### src/rtl/core/graham_scan_convex_hull_defines.svh
// Assertion macros shared by the hull core
`ifndef GRAHAM_SCAN_CONVEX_HULL_DEFINES_SVH
`define GRAHAM_SCAN_CONVEX_HULL_DEFINES_SVH
`define GSCH_ASSERT(label, clk, rst, prop, msg) \
  label: assert property (@(posedge clk) disable iff (rst) (prop)) else $error(msg);
`define GSCH_ASSERT_NR(label, clk, prop, msg) \
  label: assert property (@(posedge clk) (prop)) else $error(msg);
`endif

### src/rtl/core/gsch_ram.sv
`default_nettype none
module gsch_ram #(
  parameter int Width = 32,
  parameter int Depth = 64
) (
  input  wire logic                     clk,
  input  wire logic                     we,
  input  wire logic [$clog2(Depth)-1:0] waddr,
  input  wire logic [Width-1:0]         wdata,
  input  wire logic [$clog2(Depth)-1:0] raddr,
  output logic      [Width-1:0]         rdata
);
  logic [Width-1:0] mem [Depth];
  always_ff @(posedge clk) begin
    if (we) mem[waddr] <= wdata;
    rdata <= mem[raddr];
  end
endmodule
`default_nettype wire

### config.mk
export PLATFORM = sky130hd
export DESIGN_NAME = gsch_ram
export DESIGN_NICKNAME = d
export VERILOG_FILES = /design/src/rtl/core/graham_scan_convex_hull_defines.svh /design/src/rtl/core/gsch_ram.sv
export SDC_FILE = /design/constraint.sdc
export NUM_CORES = 2
export LEC_CHECK = 0
export BUFFER_PORTS_ARGS = -buffer_cell sky130_fd_sc_hd__buf_2
export CORE_ASPECT_RATIO = 1.4
export CORE_MARGIN = 2
export CORE_UTILIZATION = 35
export CTS_BUF_LIST = sky130_fd_sc_hd__clkbuf_2 sky130_fd_sc_hd__clkbuf_4 sky130_fd_sc_hd__clkbuf_8
export CTS_CLUSTER_SIZE = 12
export DETAILED_ROUTE_END_ITERATION = 16
export PLACE_DENSITY_LB_ADDON = 0.1
export SYNTH_ARGS = -nofsm -noshare
export SYNTH_HDL_FRONTEND = slang
export SYNTH_SLANG_ARGS = --single-unit
### constraint.sdc
create_clock -name clk -period 8 [get_ports clk]
set_input_delay 1.2 -clock clk [delete_from_list [all_inputs] [get_ports clk]]
set_output_delay 1.2 -clock clk [all_outputs]
set_load 0.01 [all_outputs]
==> results.cfg <==
[global_route]
grt_usage_pct = 20.8
grt_antenna_before_repair = 26
grt_pass1_vias = 39600
grt_first_pass_wirelength_mm = 324
grt_max_degree = 137
overflow = 0

[final_layout]
drive_gt1_share_pct = 33.7
nets = 3728
multi_input_comb_area_um2 = 16000
syn2layout_area_growth_pct = 14.1
design_area_um2 = 89600
fillCellCount = 19500
final_common_cell = edfxtp_1
register_area_um2 = 62100
layout_common_cells = edfxtp_1 (2048), mux4_2 (544), clkbuf_8 (350)

[clock_tree]
cts_max_path_buffers = 4
cts_inserted_buffers = 327
clk_pin_slew_ps = 60
hold_buffers = 0
clkSinkCount = 2080
htree_levels = 5
clock_latency_ps = 950
cts_root_buf = clkbuf_8
cts_resized = 0
cts_tree = done
post_cts_buffers = 0

[setup_path]
crit_buf_inv = 3
reg2reg_from = mem[43][12]
crit_start = raddr[1]
cp.arrival_ps = 4890
r2r_end = rdata[12]
crit_fanout = 81
reg2regPathDepth = 4
path_class = in -> reg
end_kind = register
crit_top_cell = mux4_2
critPathRequiredTime_ps = 8770
worstSetupStartpointType = input pin
cpLargestDelayFamily = buffers and inverters
cpPeakStageDelay_ps = 750
regToRegSetupSlack_ps = 5530
path_cells = buf_8 -> buf_12 -> buf_4 -> mux4_2 -> mux4_2 -> o22ai_1 -> nor2_1
crit_slowest_cell = buf_4

[timing]
final_min_period_over_clock_period_pct = 51.5
fin_tns_setup_ps = 0
rsz0062_at_grt = no
setup_viol = 0
maxSlewViolCount = 0
worst_pin_slew_ps = 1350
period_minus_slack_ps = 4120
fin_skew_ps = 48.7
slew_headroom_pct = 10.1
whs_ps = 786
fmax_mhz = 243
fin_ws_ps = 3880
hold_violations = 0

[floorplan]
core.rowCount = 205
die-area_um2 = 228000
die_h_um = 564
die_x_um = 404
core_area_um2 = 223000
initial_core_util_pct = 35.2
io_pins = 78

[power_and_ir_drop]
combPwrFrac_pct = 5.4
p_switching_mw = 5.00
total_power_mw = 22.2
pwr-share-clk_pct = 40.0
powerDensity_nw_per_um2 = 248
worst_ir_drop_vdd_mv = 0.103
p_int_mw = 17.2
pwr-share-seq_pct = 54.6
p_sw_share_pct = 22.5
total_leakage_power_nw = 27.8

[synthesis]
yosys-top-cells-area = edfxtp_1 (78%), mux4_2 (16%), mux2i_1 (1.2%), dfxtp_1 (0.82%), o22ai_1 (0.67%)
syn_nets = 3370
yosysUniqueCellTypes = 34
syn_avg_cell_area_um2 = 23.6
yosys.area.top_type_share_pct = 78.3
yosys_warnings = 0
syn_inst = 3324
yosys_register_bits = 2080
syn_area_um2 = 78500
ys_seq_area_share_pct = 79.1
synth_area_leader_cell = edfxtp_1

[place]
dpl_cell_area_um2 = 83300
place_ws_ps = 2810
port_buffers = 77
gp_congestion = 0.784
dp_hpwl_mm = 127

[route]
drt-pass1-iter-count = 5
totalWireLength_mm = 238
viasPerCell = 5.43
antenna_left = 0
routed-wl-met2_mm = 127
top_layer = met5
drcViolationCount = 0
vias = 37100
drtIter0Drc = 3649
drt-met1-wl_mm = 91.8
wl_per_cell_um = 34.8
route.met3.wl_mm = 12.8

[hold_path]
whs_path_depth = 4
whs_endpoint = rdata[20]
hp-class = reg -> reg
min_from = mem[13][20]

[run_status]
outcome = completed

[run]
cap_violations = 0
sequential cells by signal, indices dropped and copies added (netlist names):
register / flops
rdata: 32
mem: 2048
Yosys cell counts:
cell type,count
a311oi_1,8
and3_1,4
mux4_2,544
or3b_2,3
nand3_1,5
a41o_1,4
edfxtp_1,2048
buf_4,25
o22ai_1,84
clkbuf_1,74
and2_1,2
nor2b_1,15
buf_1,21
o221ai_1,27
nand2b_1,8
nor2_1,137
dfxtp_1,32
buf_2,57
nand4_1,2
o32ai_1,4
nand4b_1,1
a22oi_1,12
or2_1,1
a21oi_1,62
buf_6,5
nand2_1,26
or2_0,1
or3b_1,2
or2_2,1
nor3_1,7
or3_1,3
nand3b_1,5
mux2i_1,93
a31oi_1,1
metrics by stage:
stage	utilization, %	instances
after floorplan	-	3324
after global placement	37.4	6251
after detailed placement	37.4	6251
after CTS	40.2	6830
after global routing	40.2	6831
final	40.2	6838
layer usage:
layer / GRT usage [%] / vias up
met5: 0 / -
met3: 3.36 / 317
met2: 37.8 / 1204
met1: 25.4 / 20600
li1: - / 15000
met4: 6.10 / 6
worst max-delay path by stage:
stage                      end  slack [ps]  cells after the start
floorplan           mem[48][0]        3640                      4
global placement      rdata[7]        2840                      8
detailed placement    rdata[7]        2810                      8
CTS                   rdata[7]        3860                      8
global route          rdata[7]        3750                      8
finish               rdata[30]        3880                      7
worst reg2reg max path: stages, from the launching register on:
cell,delay [ps]
edfxtp_1,370
mux4_2,480
mux4_2,580
o22ai_1,730
nor2_1,150
cells by family after synthesis:
logic type	Yosys count	synth area share, %
muxes	637	16.8
buffers and inverters	182	1.13
and+or+nand+nor	223	1.27
AOI/OAI and AO/OA	202	1.67
DFF	2080	79.1
layout make-up:
cell class	count	share of cell area [%]
Antenna cell	8	0.0223
Clock buffer	456	6.26
Clock inverter	123	0.801
Multi-Input combinational cell	1062	17.8
Sequential cell	2080	69.3
Tap cell	2898	4.05
Timing Repair Buffer	211	1.70
power groups by stage:
| stage | logic (mW) | registers [mW] | clock network [mW] |
|---|---|---|---|
| after floorplan | 0.587 | 12.3 | 0 |
| after global placement | 1.22 | 12.4 | 0 |
| after detailed placement | 1.24 | 12.4 | 0 |
| after CTS | 1.25 | 12.1 | 9.13 |
| after global routing | 1.27 | 12.1 | 9.56 |
| final | 1.20 | 12.1 | 8.88 |
No activity file was read; power rests on OpenSTA's default activity.
