## src/rtl/core/graham_scan_convex_hull_defines.svh

```systemverilog
// Assertion macros shared by the hull core
`ifndef GRAHAM_SCAN_CONVEX_HULL_DEFINES_SVH
`define GRAHAM_SCAN_CONVEX_HULL_DEFINES_SVH
`define GSCH_ASSERT(label, clk, rst, prop, msg) \
  label: assert property (@(posedge clk) disable iff (rst) (prop)) else $error(msg);
`define GSCH_ASSERT_NR(label, clk, prop, msg) \
  label: assert property (@(posedge clk) (prop)) else $error(msg);
`endif

```

## src/rtl/core/gsch_pkg.sv

```systemverilog
`default_nettype none
package gsch_pkg;
  localparam int CoordW = 16;
  localparam int PointW = 2 * CoordW;
  localparam logic [1:0] StatusOk     = 2'd0;
  localparam logic [1:0] StatusDegen  = 2'd1;
  localparam logic [1:0] StatusOvflow = 2'd2;
  typedef logic signed [CoordW-1:0] coord_t;
  typedef struct packed {
    coord_t y;
    coord_t x;
  } point_t;
  // cross-product operands are 17 bit, products 34 bit
  typedef logic signed [CoordW:0] diff_t;
  typedef logic signed [2*CoordW+1:0] prod_t;
  typedef logic signed [2*CoordW+2:0] cross_t;
endpackage
`default_nettype wire

```

## src/rtl/core/gsch_cross.sv

```systemverilog
`default_nettype none
// Cross product (a-o)x(b-o): products registered, then subtracted.
module gsch_cross (
  input  wire logic            clk,
  input  wire gsch_pkg::point_t o,
  input  wire gsch_pkg::point_t a,
  input  wire gsch_pkg::point_t b,
  output gsch_pkg::cross_t     xprod
);
  import gsch_pkg::*;
  diff_t ax, ay, bx, by;
  prod_t p1, p2;
  always_comb begin
    ax = diff_t'(a.x) - diff_t'(o.x);
    ay = diff_t'(a.y) - diff_t'(o.y);
    bx = diff_t'(b.x) - diff_t'(o.x);
    by = diff_t'(b.y) - diff_t'(o.y);
  end
  always_ff @(posedge clk) begin
    p1 <= prod_t'(ax) * prod_t'(by);
    p2 <= prod_t'(ay) * prod_t'(bx);
  end
  assign xprod = cross_t'(p1) - cross_t'(p2);
endmodule
`default_nettype wire

```

## config.mk

```make
export PLATFORM = sky130hd
export DESIGN_NAME = gsch_cross
export DESIGN_NICKNAME = d
export VERILOG_FILES = /design/src/rtl/core/graham_scan_convex_hull_defines.svh /design/src/rtl/core/gsch_pkg.sv /design/src/rtl/core/gsch_cross.sv
export SDC_FILE = /design/constraint.sdc
export NUM_CORES = 2
export LEC_CHECK = 0
export ABC_AREA = 1
export ABC_CLOCK_PERIOD_IN_PS = 7720
export BUFFER_PORTS_ARGS = -buffer_cell sky130_fd_sc_hd__clkbuf_2
export CORE_MARGIN = 4
export CORE_UTILIZATION = 45
export DETAILED_ROUTE_END_ITERATION = 16
export HOLD_SLACK_MARGIN = 0.15
export REMOVE_ABC_BUFFERS = 1
export SETUP_SLACK_MARGIN = 0.3
export SYNTH_ARGS = -nofsm -noshare
export SYNTH_HDL_FRONTEND = slang
export SYNTH_SLANG_ARGS = --single-unit
```

## constraint.sdc

```tcl
create_clock -name clk -period 7.72 [get_ports clk]
set_input_delay 1.158 -clock clk [delete_from_list [all_inputs] [get_ports clk]]
set_output_delay 1.158 -clock clk [all_outputs]
set_load 0.02 [all_outputs]
```

==> impl_metrics.yaml <==
run_status:
  status: "completed"
die:
  fp.dieW_um: 268
  core_um2: 67200
  row_count: 95
  io_pins: 132
  die-area_um2: 71900
  die_h_um: 268
  initial_core_util_pct: 45.3
place:
  portBuffers: 131
  dpl.hpwl_mm: 86.5
  dp.cells: 5426
  place_congestion: 0.983
synth:
  syn_area_per_cell_um2: 7.36
  yosys_warnings: 0
  synth-async-reset-ratio_pct: 0
  yosysMostFrequentCell: "inv_1"
  synth_cell_types: 41
  netlist_area_um2: 30400
  synth_top_area_cell: "fa_1"
  synthTopCellsByArea: "fa_1 (39%), inv_1 (13%), nand2_1 (13%)"
  syn_inst: 4135
  ys_dominant_reg_cell: "dfxtp_1"
  synthTopCellsByCount: "inv_1 (1025), nand2_1 (1023), fa_1 (598)"
  yosysSeqAreaShare_pct: 4.47
  synth-edff-count: 0
  ys_ff_latch: 68
  synth_top_area_share_pct: 39.3
global_route:
  grt_pass1_wl_mm: 153
  grt_pass1_vias: 28273
  grt.overflow.total: 0
  antenna_found_initial: 1
  grtUsageTotal_pct: 27.2
  grt_max_degree: 17
clock_network:
  clk_pin_slew_ns: 0.06
  h-tree-depth: 3
  cts-buffers-inserted: 9
  cts-root-buf: "clkbuf_16"
  ctsLongestPathBuffers: 2
  clock-sinks: 68
  cts_tree: "yes"
hold_path:
  hold_path_class: "in -> reg"
route:
  num_vias: 27345
  vias_per_cell: 5.01
  routed_wirelength_mm: 95.9
  remaining_drc_errors: 0
  first_pass_iters: 5
  first_iter_violations: 1953
  ant_nets: 0
  avgRoutedWirePerCell_um: 17.6
timing:
  slew_viol_final: 0
  post-route-min-period_ns: 7.20
  relSlewSlack_pct: 48.6
  fin_crit_sh_pct: 93.3
  hold_violations: 0
  setup-violations-final: 0
  fmax_mhz: 139
  grt_setup_unrepaired: "yes"
  worst_pin_slew_ns: 0.768
  fin_setup_tns_ns: 0
final_layout:
  final_nets: 5545
  multiInputGateArea_um2: 26000
  fin_cells: 5461
  regArea_um2: 1360
  final_util_pct: 54.1
  area_growth_pct: 19.2
  drive_gt1_share_pct: 17.0
  antenna-diode-count: 0
  fill_cells: 6552
setup_path:
  arrival_ns: 7.47
  slowest_stage: "fa_1"
  end_kind: "flop"
  cp-start-kind: "input port"
  crit_required_ns: 7.99
  slowest_delay_ns: 0.55
  critPathKind: "in -> reg"
  cp_max_fo: 13
flow_run:
  cap_violations: 0
-- final timing paths --
kind | endpoint | slack [ns] | startpoint | depth (start not counted)
hold / removal | p2[0]$_DFF_P_ | 1.56 | o[16] | 4
setup / recovery | p1[25]$_DFF_P_ | 0.52 | o[17] | 32
-- cells by family after synthesis --
logic type,share of synthesized area (%)
and+or+nand+nor,22.8
buffers and inverters,13.8
adders and majority gates,50.3
AOI/OAI and AO/OA,4.74
xor gates and xnor gates,3.95
DFF,4.47
-- metal layers --
layer / routed length, um / track usage (%) / share of wire (%)
met2: 45700 / 47.7 / 48
met1: 41600 / 37.0 / 43
met4: 2520 / 5.37 / 2.6
met5: 0 / 0 / 0
met3: 6040 / 2.65 / 6.3
-- registers in the layout (all words and copies together) (netlist names) --
| name | cells |
|---|---|
| p2 | 34 |
| p1 | 34 |
-- placed cells by master, fill, tap and decap left out, drive strengths merged, types with 19 or more instances in the layout --
cell	count
a21oi	153
xnor2	30
ha	267
nand2	1031
clkbuf	139
nand4	37
nand3	139
nand3b	19
inv	1036
buf	357
xor2	86
dfxtp	68
o21bai	21
nor2	458
nor3	22
fa	598
o21ai	75
-- what timing repair did --
item / in CTS / in global routing
gates cloned: 0 / 1
pin swaps: 0 / 54
hold buffers: 0 / 0
setup endpoints to repair: 20 / 42
buffers inserted: 0 / 18
gates resized for setup: 10 / 282
-- critical path: cells and delay by family --
| kind | cells | cell delay, ns |
|---|---|---|
| adder cells (fa/ha/maj) | 8 | 3.61 |
| XOR/XNOR | 2 | 0.36 |
| AO/OA/AOI/OAI | 1 | 0.20 |
| buffers and inverters | 12 | 1.20 |
| AND/OR/NAND/NOR | 9 | 0.92 |
-- metrics by stage --
step | instance area (um2) | setup slack [ns] | hold WS (ns)
finish | 36300 | 0.521 | 1.56
global route | 36300 | 0.244 | 1.53
CTS | 35000 | 0.249 | 1.65
detailed placement | 34700 | -0.196 | 1.78
global placement | 34700 | -0.168 | 1.77
floorplan | 30200 | 0.288 | 1.59
-- layout make-up --
class	count	share of cell area, %
flip-flops and latches	68	3.75
repair inverters	1	0.0138
clock inverters	7	0.227
multi-input cells	2973	71.7
inverters	1043	10.9
clock buffers	9	0.620
well taps	873	3.01
repair buffers	487	9.83
Power is left out: the tool's default activity adds up to more than one toggle a clock period on the data nets, which glitch-free logic cannot reach.
